`src/rtl/core/b64c_pkg.sv`:
```
// Shared types, constants and character mapping functions for the base64 codec.
package b64c_pkg;

    localparam logic [7:0] PAD_CHAR  = 8'h3d;
    localparam logic [5:0] SIX_BITS  = 6'h3f;
    localparam logic [5:0] VAL_PLUS  = 6'h3e;
    localparam logic [7:0] CHAR_UC_A = 8'h41;

    localparam int unsigned ADDR_W = 3;

    localparam logic REG_CODEC_MODE = 1'b0;

    localparam logic MODE_ENCODE = 1'b0;
    localparam logic MODE_DECODE = 1'b1;

    typedef struct packed {
        logic [7:0] data_byte;
        logic       last_byte;
    } req_beat_t;

    typedef struct packed {
        logic [7:0] out_byte;
        logic       run_last;
        logic       message_end;
    } rsp_beat_t;

    // One group's worth of results; byte_arr[0] goes out first.
    typedef struct packed {
        logic [3:0][7:0] byte_arr;
        logic [2:0]      count;
        logic            last;
    } job_t;

    function automatic logic [7:0] char_of(input logic [5:0] v);
        logic [7:0] c;
        if (v < 6'd26)
        begin
            c = CHAR_UC_A + {2'b00, v};
        end
        else if (v < 6'd52)
        begin
            c = 8'h61 + {2'b00, v - 6'd26};
        end
        else if (v < 6'd62)
        begin
            c = 8'h30 + {2'b00, v - 6'd52};
        end
        else if (v == VAL_PLUS)
        begin
            c = 8'h2b;
        end
        else
        begin
            c = 8'h2f;
        end
        return c;
    endfunction

    function automatic logic [5:0] value_of(input logic [7:0] c);
        logic [7:0] d;
        d = 8'h00;
        if (c >= CHAR_UC_A && c <= 8'h5a)
        begin
            d = c - CHAR_UC_A;
        end
        else if (c >= 8'h61 && c <= 8'h7a)
        begin
            d = c - 8'h61 + 8'd26;
        end
        else if (c >= 8'h30 && c <= 8'h39)
        begin
            d = c - 8'h30 + 8'd52;
        end
        else if (c == 8'h2b)
        begin
            d = {2'b00, VAL_PLUS};
        end
        else if (c == 8'h2f || c == 8'h5c)
        begin
            d = {2'b00, SIX_BITS};
        end
        return d[5:0];
    endfunction

endpackage

```
`src/rtl/core/base64_codec_core.sv`:
```
// Top level of the streaming base64 codec: config register, front end, queue, back end.
//
// Usage:
//   req channel (req_valid/req_stall/req_data) takes one byte per beat, with
//   last_byte marking the end of a message. rsp channel (rsp_valid/rsp_stall/
//   rsp_data) returns result bytes; run_last flags the final byte produced by
//   one input beat, message_end flags bytes caused by the message's last beat.
//   codec_mode at address 0 selects encode (0) or decode (1); writing it clears
//   any partial group. Write it only while the codec is idle.
// Timing:
//   An input beat is accepted while req_stall is low; a job it completes goes
//   into the queue and then into the back end's job register, which offers its
//   first result beat. The back end sends one byte per cycle while rsp_stall is
//   low, so three encode input beats give four output bytes; decoding then sustains
//   one input beat per cycle. A two-entry job queue decouples the sides:
//   req_stall rises only when both queue entries are occupied.
// Reset:
//   rst_n clears the mode to encode, the group state, the queue and the output.
// Stall:
//   While rsp_stall is high the current beat holds; the queue absorbs up to
//   two further groups before req_stall is raised.
module base64_codec_core
    import b64c_pkg::*;
(
    input  logic              clk,
    input  logic              rst_n,
    input  logic              psel,
    input  logic              penable,
    input  logic              pwrite,
    input  logic [ADDR_W-1:0] paddr,
    input  logic [31:0]       pwdata,
    output logic [31:0]       prdata,
    output logic              pready,
    input  logic              req_valid,
    output logic              req_stall,
    input  req_beat_t         req_data,
    output logic              rsp_valid,
    input  logic              rsp_stall,
    output rsp_beat_t         rsp_data
);

    logic mode_reg, mode_next;
    logic cfg_wr;
    logic push, q_full, pop, q_not_empty;
    job_t push_job, q_job;

    assign pready = 1'b1;
    assign cfg_wr = psel && penable && pwrite && (paddr[2] == REG_CODEC_MODE);
    assign prdata = (paddr[2] == REG_CODEC_MODE) ? {31'b0, mode_reg} : 32'b0;

    always_comb
    begin
        mode_next = cfg_wr ? pwdata[0] : mode_reg;
    end

    always_ff @(posedge clk or negedge rst_n)
    begin
        if (!rst_n)
        begin
            mode_reg <= MODE_ENCODE;
        end
        else
        begin
            mode_reg <= mode_next;
        end
    end

    b64c_front u_front (
        .clk       (clk),
        .rst_n     (rst_n),
        .mode      (mode_reg),
        .cfg_clear (cfg_wr),
        .req_valid (req_valid),
        .req_stall (req_stall),
        .req_data  (req_data),
        .q_full    (q_full),
        .push      (push),
        .push_job  (push_job)
    );

    b64c_queue u_queue (
        .clk       (clk),
        .rst_n     (rst_n),
        .push      (push),
        .push_job  (push_job),
        .full      (q_full),
        .pop       (pop),
        .not_empty (q_not_empty),
        .pop_job   (q_job)
    );

    b64c_back u_back (
        .clk         (clk),
        .rst_n       (rst_n),
        .q_not_empty (q_not_empty),
        .q_job       (q_job),
        .pop         (pop),
        .rsp_valid   (rsp_valid),
        .rsp_stall   (rsp_stall),
        .rsp_data    (rsp_data)
    );

endmodule

```
`src/rtl/core/b64c_front.sv`:
```
// Front end: accepts beats, gathers groups and posts finished groups as jobs.
module b64c_front
    import b64c_pkg::*;
(
    input  logic      clk,
    input  logic      rst_n,
    input  logic      mode,
    input  logic      cfg_clear,
    input  logic      req_valid,
    output logic      req_stall,
    input  req_beat_t req_data,
    input  logic      q_full,
    output logic      push,
    output job_t      push_job
);

    logic [23:0] group_bits_reg, group_bits_next;
    logic [1:0]  group_count_reg, group_count_next;
    logic [2:0]  pad_run_reg, pad_run_next;
    logic        stopped_reg, stopped_next;

    logic        take;
    logic [1:0]  cnt;
    logic [2:0]  cnt1;
    logic [23:0] merged;
    logic [2:0]  pad_cur;
    logic        padded;
    job_t        job;

    assign req_stall = q_full;
    assign take      = req_valid && !q_full;

    always_comb
    begin
        group_bits_next  = group_bits_reg;
        group_count_next = group_count_reg;
        pad_run_next     = pad_run_reg;
        stopped_next     = stopped_reg;
        job.byte_arr     = '0;
        job.count        = 3'd0;
        job.last         = req_data.last_byte;
        cnt              = 2'd0;
        cnt1             = 3'd0;
        merged           = group_bits_reg;
        pad_cur          = 3'd0;
        padded           = 1'b0;

        if (take)
        begin
            if (mode == MODE_ENCODE)
            begin
                cnt = (group_count_reg == 2'd3) ? 2'd0 : group_count_reg;
                unique case (cnt)
                    2'd0:    merged = group_bits_reg | {req_data.data_byte, 16'h0000};
                    2'd1:    merged = group_bits_reg | {8'h00, req_data.data_byte, 8'h00};
                    default: merged = group_bits_reg | {16'h0000, req_data.data_byte};
                endcase
                cnt1 = {1'b0, cnt} + 3'd1;
                if (cnt1 == 3'd3 || req_data.last_byte)
                begin
                    for (int k = 0; k < 4; k++)
                    begin
                        if (3'(k) <= cnt1)
                        begin
                            job.byte_arr[k] = char_of(merged[23 - 6 * k -: 6]);
                        end
                        else
                        begin
                            job.byte_arr[k] = PAD_CHAR;
                        end
                    end
                    job.count        = 3'd4;
                    group_bits_next  = '0;
                    group_count_next = 2'd0;
                    pad_run_next     = 3'd0;
                    stopped_next     = 1'b0;
                end
                else
                begin
                    group_bits_next  = merged;
                    group_count_next = cnt1[1:0];
                end
            end
            else if (!stopped_reg)
            begin
                unique case (group_count_reg)
                    2'd0:    merged = group_bits_reg
                                      | {value_of(req_data.data_byte), 18'h00000};
                    2'd1:    merged = group_bits_reg
                                      | {6'h00, value_of(req_data.data_byte), 12'h000};
                    2'd2:    merged = group_bits_reg
                                      | {12'h000, value_of(req_data.data_byte), 6'h00};
                    default: merged = group_bits_reg
                                      | {18'h00000, value_of(req_data.data_byte)};
                endcase
                padded  = (req_data.data_byte == PAD_CHAR);
                pad_cur = padded ? pad_run_reg + 3'd1 : 3'd0;
                if (group_count_reg == 2'd3)
                begin
                    for (int k = 0; k < 3; k++)
                    begin
                        job.byte_arr[k] = merged[23 - 8 * k -: 8];
                    end
                    if (!padded)
                    begin
                        job.count = 3'd3;
                    end
                    else if (pad_cur >= 3'd3)
                    begin
                        job.count = 3'd0;
                    end
                    else
                    begin
                        job.count = 3'd3 - pad_cur;
                    end
                    group_bits_next  = '0;
                    group_count_next = 2'd0;
                    pad_run_next     = 3'd0;
                    stopped_next     = padded;
                end
                else
                begin
                    group_bits_next  = merged;
                    group_count_next = group_count_reg + 2'd1;
                    pad_run_next     = pad_cur;
                end
            end

            if (req_data.last_byte)
            begin
                group_bits_next  = '0;
                group_count_next = 2'd0;
                pad_run_next     = 3'd0;
                stopped_next     = 1'b0;
            end
        end

        if (cfg_clear)
        begin
            group_bits_next  = '0;
            group_count_next = 2'd0;
            pad_run_next     = 3'd0;
            stopped_next     = 1'b0;
        end
    end

    assign push     = take && (job.count != 3'd0);
    assign push_job = job;

    always_ff @(posedge clk or negedge rst_n)
    begin
        if (!rst_n)
        begin
            group_bits_reg  <= '0;
            group_count_reg <= 2'd0;
            pad_run_reg     <= 3'd0;
            stopped_reg     <= 1'b0;
        end
        else
        begin
            group_bits_reg  <= group_bits_next;
            group_count_reg <= group_count_next;
            pad_run_reg     <= pad_run_next;
            stopped_reg     <= stopped_next;
        end
    end

endmodule

```
`src/rtl/core/b64c_queue.sv`:
```
// Two-entry job queue between the front and back ends.
module b64c_queue
    import b64c_pkg::*;
(
    input  logic clk,
    input  logic rst_n,
    input  logic push,
    input  job_t push_job,
    output logic full,
    input  logic pop,
    output logic not_empty,
    output job_t pop_job
);

    job_t       entry_reg [2];
    logic       wr_ptr_reg, wr_ptr_next;
    logic       rd_ptr_reg, rd_ptr_next;
    logic [1:0] fill_reg, fill_next;
    logic       do_push, do_pop;

    assign full      = (fill_reg == 2'd2);
    assign not_empty = (fill_reg != 2'd0);
    assign pop_job   = entry_reg[rd_ptr_reg];
    assign do_push   = push && !full;
    assign do_pop    = pop && not_empty;

    always_comb
    begin
        wr_ptr_next = wr_ptr_reg ^ do_push;
        rd_ptr_next = rd_ptr_reg ^ do_pop;
        fill_next   = fill_reg + {1'b0, do_push} - {1'b0, do_pop};
    end

    always_ff @(posedge clk or negedge rst_n)
    begin
        if (!rst_n)
        begin
            wr_ptr_reg <= 1'b0;
            rd_ptr_reg <= 1'b0;
            fill_reg   <= 2'd0;
        end
        else
        begin
            wr_ptr_reg <= wr_ptr_next;
            rd_ptr_reg <= rd_ptr_next;
            fill_reg   <= fill_next;
        end
    end

    always_ff @(posedge clk)
    begin
        if (do_push)
        begin
            entry_reg[wr_ptr_reg] <= push_job;
        end
    end

endmodule

```
`src/rtl/core/b64c_back.sv`:
```
// Back end: takes jobs from the queue and sends their bytes one beat at a time.
module b64c_back
    import b64c_pkg::*;
(
    input  logic      clk,
    input  logic      rst_n,
    input  logic      q_not_empty,
    input  job_t      q_job,
    output logic      pop,
    output logic      rsp_valid,
    input  logic      rsp_stall,
    output rsp_beat_t rsp_data
);

    job_t       job_reg, job_next;
    logic [1:0] idx_reg, idx_next;
    logic       busy_reg, busy_next;
    logic       fire;
    logic       final_beat;

    assign final_beat = ({1'b0, idx_reg} == job_reg.count - 3'd1);
    assign fire       = busy_reg && !rsp_stall;
    assign pop        = q_not_empty && (!busy_reg || (fire && final_beat));

    assign rsp_valid            = busy_reg;
    assign rsp_data.out_byte    = job_reg.byte_arr[idx_reg];
    assign rsp_data.run_last    = final_beat;
    assign rsp_data.message_end = job_reg.last;

    always_comb
    begin
        job_next  = job_reg;
        idx_next  = idx_reg;
        busy_next = busy_reg;
        if (pop)
        begin
            job_next  = q_job;
            idx_next  = 2'd0;
            busy_next = 1'b1;
        end
        else if (fire)
        begin
            if (final_beat)
            begin
                busy_next = 1'b0;
            end
            else
            begin
                idx_next = idx_reg + 2'd1;
            end
        end
    end

    always_ff @(posedge clk or negedge rst_n)
    begin
        if (!rst_n)
        begin
            idx_reg  <= 2'd0;
            busy_reg <= 1'b0;
        end
        else
        begin
            idx_reg  <= idx_next;
            busy_reg <= busy_next;
        end
    end

    always_ff @(posedge clk)
    begin
        job_reg <= job_next;
    end

endmodule

```
`config.mk`:
```
export PLATFORM = sky130hd
export DESIGN_NAME = base64_codec_core
export DESIGN_NICKNAME = d
export VERILOG_FILES = /design/src/rtl/core/b64c_pkg.sv /design/src/rtl/core/base64_codec_core.sv /design/src/rtl/core/b64c_front.sv /design/src/rtl/core/b64c_queue.sv /design/src/rtl/core/b64c_back.sv
export SDC_FILE = /design/constraint.sdc
export NUM_CORES = 1
export LEC_CHECK = 0
export BUFFER_PORTS_ARGS = -buffer_cell sky130_fd_sc_hd__buf_2
export CAP_MARGIN = 0
export CORE_MARGIN = 3
export CORE_UTILIZATION = 62
export CTS_BUF_LIST = sky130_fd_sc_hd__clkbuf_8
export CTS_CLUSTER_DIAMETER = 150
export CTS_CLUSTER_SIZE = 40
export DETAILED_ROUTE_END_ITERATION = 10
export PLACE_DENSITY = 0.83
export SYNTH_ARGS = -nofsm -noshare
export SYNTH_HDL_FRONTEND = slang
export SYNTH_SLANG_ARGS = --single-unit
```
`constraint.sdc`:
```
create_clock -name clk -period 4.9 [get_ports clk]
set_input_delay 1.47 -clock clk [delete_from_list [all_inputs] [get_ports clk]]
set_output_delay 1.47 -clock clk [all_outputs]
set_load 0.02 [all_outputs]
```
## Word-level counts from Yosys, hierarchy flattened

Memory sizes are Yosys's and may differ from the RTL's. A register that Yosys moved wholly into a read port is not among the register bits.
Cells that the tools add are included.

- Register bits after elaboration: 38
- RAM bits: 72
- Output and inout port bits: 45
- Logic and storage cells: 222
- Memories: 1

- $add $sub $neg: 33
- Magnitude comparators: 24
- Eq/ne operators: 17
- Mux-type cells: 94
- Bitwise operators: 10
- Reduce and logical (&&, ||, !) cells: 33

Memories:

| name | depth | bits a word | read ports | clocked after memory_dff | wr ports | RTL line | text |
|---|---|---|---|---|---|---|---|
| u_queue.entry_reg | 2 | 36 | 1 | 1 | 1 | b64c_queue.sv:15 | `job_t entry_reg [2];` |

Operators by type and width:

| cell | number |
|---|---|
| $mux W24 | 9 |
| $mux W8 | 18 |
| $mux W6 | 21 |
| $mux W27 | 3 |
| $pmux W24 S3 | 1 |
| $mux W35 | 2 |
| $add A7 B6 Y8 const A | 8 |
| $lt A6 B6 Y1 const B | 8 |
| $or A24 B24 Y24 | 2 |
| $pmux W24 S2 | 1 |
| $mux W3 | 14 |
| $sub A6 B6 Y6 const B | 6 |
| $add A6 B6 Y7 const A | 4 |
| $eq A6 B6 Y1 const B | 4 |
| $eq A8 B6 Y1 const B | 3 |
| $lt A6 B5 Y1 const B | 4 |
| $or A24 B12 Y24 | 1 |
| $or A24 B16 Y24 | 1 |
| $or A24 B18 Y24 | 1 |
| $or A24 B6 Y24 | 1 |
| $or A24 B8 Y24 | 1 |
| $sub A6 B5 Y6 const B | 4 |
| $mux W2 | 11 |
| $bmux W8 S2 | 1 |
| other kinds (38) | 82 |

## Depth between registers and ports, before layout

Gate-level depths: netlist of the first run.

- Depth in word-level cells: 22
- Gate-level depth with buffers: 15
- Gate-level depth less buffers: 13

## By module

From an unflattened synthesis of the first run, not the netlist that was laid out.

- Cell total of the unflattened synthesis: 1017
- Area, all modules: 10405.0 um2

By module, submodules not included:

| module | times used | cells an instance | area an instance (um2) | sequential area each (um2) |
|---|---|---|---|---|
| b64c_front | 1 | 770 | 5585.4 | 750.7 |
| b64c_queue | 1 | 132 | 2969.1 | 2262.2 |
| b64c_back | 1 | 77 | 1540.2 | 1156.1 |
| base64_codec_core | 1 | 38 | 310.3 | 25.0 |

## Worst setup path before layout of the first run

OpenSTA, ideal clock, no wires.

- Path type: in2reg
- From: in rsp_stall
- To: reg u_queue.fill_reg[1]
- Arrival time: 4.330 ns
- Required time: 4.820 ns
- Slack: 0.490 ns
- Stages: 7
- Buffers on the path: 0
- Path through: o21ai_0 > nor2b_1 > ha_1 > inv_1 > ha_1 > xnor2_1 > xnor2_1

- Word-level cells in the longest chain between the ends: 7

RTL lines:

| element | RTL line | text |
|---|---|---|
| start, declared | base64_codec_core.sv:38 | `input logic rsp_stall,` |
| $logic_not A1 Y1 | b64c_back.sv:22 | `assign fire = busy_reg && !rsp_stall;` |
| $logic_and A1 B1 Y1 | b64c_back.sv:22 |  |
| $logic_and A1 B1 Y1 | b64c_back.sv:23 | `assign pop = q_not_empty && (!busy_reg \|\| (fire && final_beat));` |
| $logic_or A1 B1 Y1 | b64c_back.sv:23 |  |
| $logic_and A1 B1 Y1 | b64c_back.sv:23 |  |
| net pop | base64_codec_core.sv:44 | `logic push, q_full, pop, q_not_empty;` |
| $logic_and A1 B1 Y1 | b64c_queue.sv:25 | `assign do_pop = pop && not_empty;` |
| $sub A2 B1 Y2 | b64c_queue.sv:31 | `fill_next = fill_reg + {1'b0, do_push} - {1'b0, do_pop};` |
| net u_queue.fill_next[1] | b64c_queue.sv:18 | `logic [1:0] fill_reg, fill_next;` |
| end signal, assigned | b64c_queue.sv:46 | `fill_reg <= fill_next;` |
| end, declared | b64c_queue.sv:18 |  |

The timed path passes the listed nets, and every way through them passes these cells.
A chain may end at the register's enable or synchronous reset.

==> results.md, run 1 <==
* Root Driver: clkbuf_8
* Synth async-reset ratio at 26.0%
* # DRC at 0
* Layout net count at 1084
* Number of flip-flops in the largest register at 72
* Synth-to-Final Area Change at 6.07%
* CTS tree: done
* Seq/Total Area, Yosys at 43.1%
* Hold buffer count at cts at 0
* Full die area at between 15000 and 20000 sq um
* Worst Path Required at just over 5 ns
* Drt pass-1 iters at 6
* Synthesized area at ~9700 sq um
* Synthesized instance count at 961
* Worst Max-Slew Pin Slew at roughly 1.1 ns
* Static leakage at 4.18 nW
* Placed Cells at 1174
* Initial antenna violation count at 0
* Gate power share at 54.0%
* Final setup TNS at 0 ns
* CP Capture Type: register
* Flop pwr share at around 31%
* Final Hold Viols at 0
* Pins over their slew limit at 0
* Worst VDD drop at 357 uV
* Overflow left after global routing at 0
* Detailed Place HPWL at 17.3 mm
* Arrival time at the worst endpoint at 4.22 ns
* Sw Ratio at 45.5%
* First-pass GRT wire length at around 38 mm
* Finished Core Util at roughly two thirds
* Flop2flop setup slack at ~0.87 ns
* Hold Crit Class: reg -> reg
* Clk buf depth at 2
* Num Clock Sinks at 146
* R2R cell count at 11
* IO Port Bufs at 30
* Die width at ~130 um
* Post-CTS setup buffer count at 0
* Routability cong. at roughly 1
* N_diodes at 0
* Core Area at 15300 sq um
* Relative slew slack at roughly 29%
* Final Skew at 0.0138 ns
* FF+latch count, synth at 146
* Vias per cell at 6.31
* Top cells by count, synth: edfxtp_1, nand2_1, o21ai_0, inv_1, ha_1
* Max Cap Viol at 0
* Pre-CTS setup slack at 0.642 ns
* CTS-repair resized insts at 0
* Worst-Skew Late Latency at 0.46 ns
* CTS Buf Count at 17
* Largest net degree at the start of global routing at 39
* Hold path cells at 1
* Global Route Usage Sum at 28.1%
* Post-layout worst setup margin at 0.874 ns
* Critical-path maximum fanout at 13
* Initial DRC Count at 857
* Vias in the first global route at 7194
* Clk pin slew, worst setup/hold paths at roughly 0.090 ns
* Most common cell in the netlist: edfxtp_1
* Post-synth EDFFs at 108
* Effective utilization at floorplan at 63.8%
* P_int at 3.21 mW
* Post-route clock period utilization at 82.2%
* RR Endpoint: u_queue.entry_reg[0][9]
* Top_reg_cell synth: edfxtp_1
* R2R Path Start: u_front.group_count_reg[0]
* Setup crit start kind: register
* Std-Cell Rows at 45
* H-tree Lvls at 4
* Power per Cell Area at 571 nW/um^2
* Ys Warns at 0
* Total Wirelength at about 24 mm
* RSZ-0062 raised after global routing: false
* Post-synth cell types at 81
* Detail Route Antenna Nets at 0
* Max Clock Freq at 248 MHz
* Launch point of the worst path: u_front.group_count_reg[0]
* Routed wire per std cell at 20.2 um
* Clock network power share at about 15%
* Synth area leaders: edfxtp_1, dfrtp_1, ha_1
* Critical Path Sink: u_queue.entry_reg[0][9]
* NetSw at 2.68 mW
* I/O pin count at 96
* Filler cell count in the final layout at 1218
* Status: finished, final reports clean
* Crit Path Category: reg -> reg
* Via Count at 7614
* Total power at roughly 6 mW
* Synth Area per Inst at 10.1 sq um
* Post-layout min period at 4.03 ns
* Top cell type's share of synthesized area at 33.3%
* Share of cells above drive strength 1 at around 15%
* Synth area leader: edfxtp_1
* Layout Cells excl Fill at 1206
* Die extent in y at 131 um
* Final Setup Violations at 0
[worst max-delay path, stage by stage, from the launching register on]
cell       delay [ns]
dfrtp_1          0.46
inv_1            0.13
ha_1             0.58
nor2b_1          0.22
nor2_1           0.14
a2bb2oi_1        0.46
ha_1             0.30
inv_1            0.11
o41ai_2          0.55
a21oi_1          0.14
o21a_1           0.20
o41ai_1          0.47
[metal layers]
metal  vias up  wire, um  track usage [%]
li1       3525         -                -
met1      3633      9970             38.5
met2       403     11500             45.1
met3        53      2180             5.05
met4         0       665             10.4
met5         -         0                0
[metrics by stage]
stage / hold WS [ns] / instance area, sq um
after global routing: 0.541 / 10300
after CTS: 0.525 / 10300
final: 0.521 / 10300
after global placement: 0.484 / 9960
after floorplan: 0.464 / 9840
after detailed placement: 0.501 / 9960
[how the worst min path moves through the flow]
stage,startpoint,end
2_1_floorplan,u_queue.fill_reg[0],u_back.rsp_valid
3_3_place_gp,u_queue.fill_reg[1],u_queue.fill_reg[1]
3_5_place_dp,u_front.pad_run_reg[1],u_front.pad_run_reg[1]
4_1_cts,u_front.pad_run_reg[1],u_front.pad_run_reg[1]
5_1_grt,u_queue.fill_reg[1],u_queue.fill_reg[1]
6_report,u_front.pad_run_reg[1],u_front.pad_run_reg[1]
[cell families (layout without fill, tap and decap cells)]
kind of cell	Yosys count	in the layout	synth area share, %
muxes	58	58	7.52
other	2	32	0.0772
AOI/OAI and AO/OA	261	261	18.4
xor gates and xnor gates	44	44	3.96
DFF	146	146	43.1
buffers and inverters	133	137	6.82
and+or+nand+nor	266	266	13.5
adders and majority gates	51	51	6.56
[cell type report]
| cell class | instances | area (sq um) | area share [%] |
|---|---|---|---|
| clock inverter | 15 | 124 | 1.20 |
| multi-input combinational | 712 | 5000 | 48.4 |
| inverter | 55 | 206 | 2.00 |
| tap | 211 | 264 | 2.56 |
| sequential | 146 | 4190 | 40.6 |
| timing repair buffer | 50 | 300 | 2.91 |
| clock buffer | 17 | 234 | 2.27 |
[layout by cell type, fill, tap and decap left out, types with 6 or more instances in the layout]
cell type / netlist / layout
nand2b_1: 16 / 16
o21ai_1: 11 / 11
xor2_1: 13 / 13
a22o_1: 8 / 8
a31oi_1: 12 / 12
mux2i_1: 9 / 9
nor2_1: 43 / 43
nand3_1: 14 / 14
and2_1: 9 / 9
edfxtp_1: 108 / 108
o21ai_0: 57 / 57
conb_1: 2 / 32
nor2b_1: 16 / 15
ha_1: 51 / 51
nand2_1: 97 / 97
a222oi_1: 11 / 11
inv_1: 53 / 54
a21o_1: 9 / 9
buf_4: 36 / 20
a21oi_1: 47 / 47
clkbuf_8: 0 / 17
mux2_2: 41 / 41
dfrtp_1: 38 / 38
nor3_1: 16 / 15
a221o_1: 7 / 7
mux4_2: 8 / 8
or3_1: 6 / 6
o31ai_1: 9 / 9
and3_1: 12 / 12
buf_2: 11 / 30
o21a_1: 13 / 13
xnor2_1: 31 / 31
o211ai_1: 9 / 9
[power groups by stage]
| stage | combinational, mW | clock (mW) | sequential [mW] |
|---|---|---|---|
| floorplan | 2.48 | 0 | 1.75 |
| global placement | 3.05 | 0 | 1.84 |
| detailed placement | 3.09 | 0 | 1.86 |
| CTS | 3.12 | 0.876 | 1.84 |
| global route | 3.47 | 0.929 | 1.87 |
| finish | 3.18 | 0.870 | 1.84 |
Power figures use the tool's default switching activity.
==> run 2, diff against run 1 <==
Settings changed: ABC_AREA from default to 1.
Clock period 4.9 ns to 4.15 ns, I/O delays scaled along.
==> results.md, run 2 <==
* Status: finished, final reports clean
* Total Wirelength at between 20 and 25 mm
* Most common cell in the netlist: nand2_1
* Crit Path Category: reg -> reg
* Final Hold Viols at 0
* Num Clock Sinks at 146
* Worst path buffer plus inverter count at 4
* Simple-gate share of the synthesized area at 30.7%
* Top_reg_cell synth: edfxtp_1
* N_diodes at 0
* Footprint of the multi-input gates at between 4000 and 5000 sq um
* CP Capture Type: register
* H-tree Lvls at 4
* First-pass GRT wire length at 38.0 mm
* Post-synth cell types at 48
* Launch point of the worst path: u_front.group_count_reg[0]
* Layout net count at about 1400
* Final setup TNS at 0 ns
* Relative slew slack at 34.2%
* Top Family by Delay on Critical Path: simple AND/OR/NAND/NOR gates
* Die width at 133 um
* Synthesized area at between 10000 and 15000 sq um
* Detailed Place HPWL at 16.9 mm
* Worst path slowest cell: ha_1
* Post-CTS setup buffer count at 0
* FF+latch count, synth at 146
* Static leakage at 5.27 nW
* RSZ-0062 raised after global routing: false
* Final Skew at 0.0195 ns
* Number of flip-flops in the largest register at 72
* Core Area at 15500 sq um
* Worst-Skew Late Latency at 0.46 ns
* Seq/Total Area, Yosys at 41.9%
* Hold buffer count at cts at 0
* IO Port Bufs at 30
* Routability cong. at 0.973
* Post-synthesis adder-cell area fraction at 6.38%
* Via Count at 8421
* Critical-path maximum fanout at 27
* Clock network power share at 16.3%
* Synth-to-Final Area Change at 5.77%
* Clk pin slew, worst setup/hold paths at 0.09 ns
* Post-synth EDFFs at approximately 110
* Top cells by count, synth: nand2_1, inv_1, edfxtp_1, nor2_1, nand3_1
* Post-layout min period at 3.68 ns
* Hold Crit Class: reg -> reg
* Synthesized instance count at 1315
* Crit path largest cell delay at 0.61 ns
* Worst path cell trace: inv_1 -> ha_1 -> nand3_4 -> nand2_1 -> inv_1 -> ha_1 -> inv_1 -> nand2_1 -> nand2_1 -> nand2_1 -> o21ai_0 -> inv_1 -> a21oi_1
* Vias in the first global route at 7619
* Std-Cell Rows at 45
* Max Cap Viol at 0
* Mux contribution to synthesized area at 0%
* Filler cell count in the final layout at between 1000 and 1500
* I/O pin count at 96
* Ys Warns at 0
* NetSw at roughly 3.5 mW
* Gate power share at between 50% and 60%
* Vias per cell at 5.41
* Power per Cell Area at just under 700 nW/um^2
* Root Driver: clkbuf_8
* RR Endpoint: u_queue.entry_reg[1][33]
* Global Route Usage Sum at approximately 27%
* Total power at about 7.3 mW
* Max Clock Freq at 272 MHz
* Worst path depth at 13
* Flop2flop setup slack at 0.47 ns
* Post-route clock period utilization at 88.7%
* Synth async-reset ratio at 26.0%
* Detail Route Antenna Nets at 0
* Sw Ratio at between 40% and 50%
* Largest net degree at the start of global routing at 39
* Main combinational cell family by area after synthesis: simple AND/OR/NAND/NOR gates
* Full die area at 17700 sq um
* Setup crit start kind: register
* Commonest cells after routing, fill and taps aside: nand2_1, inv_1, edfxtp_1, nor2_1, nand3_1
* Compound-Gate Fraction of Synth Area at approximately 9.1%
* Flop pwr share at 30.1%
* Arrival time at the worst endpoint at 3.95 ns
* Register Area at 4190 sq um
* Clk buf depth at 2
* Synth Area per Inst at ~7.6 sq um
* Initial antenna violation count at 0
* XOR/XNOR share of the synthesized area at 2.19%
* Die extent in y at about 130 um
* Worst Path Required at 4.42 ns
* Top cell type's share of synthesized area at between 30% and 40%
* R2R Path Start: u_front.group_count_reg[0]
* CTS-repair resized insts at 0
* Synth area leaders: edfxtp_1, nand2_1, dfrtp_1
* Routed wire per std cell at 15.2 um
* Final Setup Violations at 0
* Initial DRC Count at 824
* Share of cells above drive strength 1 at 9.52%
* P_int at between 3 and 4 mW
* # DRC at 0
* Worst Max-Slew Pin Slew at 0.988 ns
* Synth area leader: edfxtp_1
* CTS tree: done
* Pins over their slew limit at 0
* Leading cell type in the layout, fill and taps excluded: nand2_1
* Effective utilization at floorplan at approximately 65%
* Drt pass-1 iters at 6
* Overflow left after global routing at 0
* Critical Path Sink: u_queue.entry_reg[1][33]
* CTS Buf Count at 17
* R2R cell count at 13
* Worst VDD drop at 455 uV
run 2: changes by cell type after synthesis, sizes merged, moves of 12 or more:
cell    before  now
nor2b       17    0
nand2b      16    0
nor2        44  107
a21oi       49   31
xnor2       31    7
and2        12    0
nand2       97  513
o21a        13    1
inv         55  133
o21ai       73   89
mux2        41    0
o22ai        3   15
nand3       14   83
run 2: tightest hold or removal path, cell delays in order, from the launching register on:
cell and delay [ns]:
edfxtp_1 0.32, nand2_1 0.05, nand2_1 0.04
run 2: cell type report:
cell class	count	area share (%)
multi-input cells	994	46.9
clock inverters	15	1.70
repair buffers	40	2.37
flip-flops and latches	146	39.7
inverters	133	4.72
clock buffers	17	2.21
well taps	211	2.50
run 2: worst min path at each step:
stage                                    start                          to  slack (ns)  cells after the start
floorplan           u_front.group_bits_reg[11]  u_front.group_bits_reg[11]        0.47                      2
global placement    u_front.group_bits_reg[12]  u_front.group_bits_reg[12]        0.48                      2
detailed placement    u_queue.entry_reg[0][22]          u_back.job_reg[22]        0.49                      2
CTS                   u_queue.entry_reg[0][22]          u_back.job_reg[22]        0.51                      2
global route        u_front.group_bits_reg[12]  u_front.group_bits_reg[12]        0.54                      2
finish                u_queue.entry_reg[0][10]          u_back.job_reg[10]        0.51                      2
run 2: per-layer routing:
layer	GRT usage, %	up-vias	share of wire, %
met5	0	-	0
met4	9.53	0	2.4
met3	4.64	47	8.1
met2	42.5	337	46
met1	37.5	3815	43
li1	-	4222	-
run 2: per-stage QoR:
step / cells / setup slack, ns / util [%] / hold WS (ns) / cell area (sq um)
final: 1556 / 0.470 / 68.3 / 0.513 / 10600
after global routing: 1556 / 0.168 / 68.3 / 0.538 / 10600
after CTS: 1556 / 0.547 / 68.3 / 0.514 / 10600
after detailed placement: 1524 / 0.502 / 65.6 / 0.493 / 10200
after global placement: 1524 / 0.523 / 65.6 / 0.485 / 10200
after floorplan: 1345 / 0.292 / - / 0.465 / 10100
run 2: cells by family after synthesis:
| logic type | count (synthesis) |
|---|---|
| AOI/OAI and AO/OA | 158 |
| xor gates and xnor gates | 25 |
| adders and majority gates | 51 |
| buffers and inverters | 205 |
| DFF | 146 |
| other | 2 |
| and+or+nand+nor | 728 |
run 2: power groups by stage:
| stage | clock, mW | combinational (mW) | sequential, mW |
|---|---|---|---|
| 2_1_floorplan | 0 | 3.09 | 2.14 |
| 3_3_place_gp | 0 | 3.77 | 2.21 |
| 3_5_place_dp | 0 | 3.84 | 2.22 |
| 4_1_cts | 1.19 | 3.86 | 2.19 |
| 5_1_grt | 1.25 | 4.38 | 2.22 |
| 6_report | 1.18 | 3.89 | 2.19 |
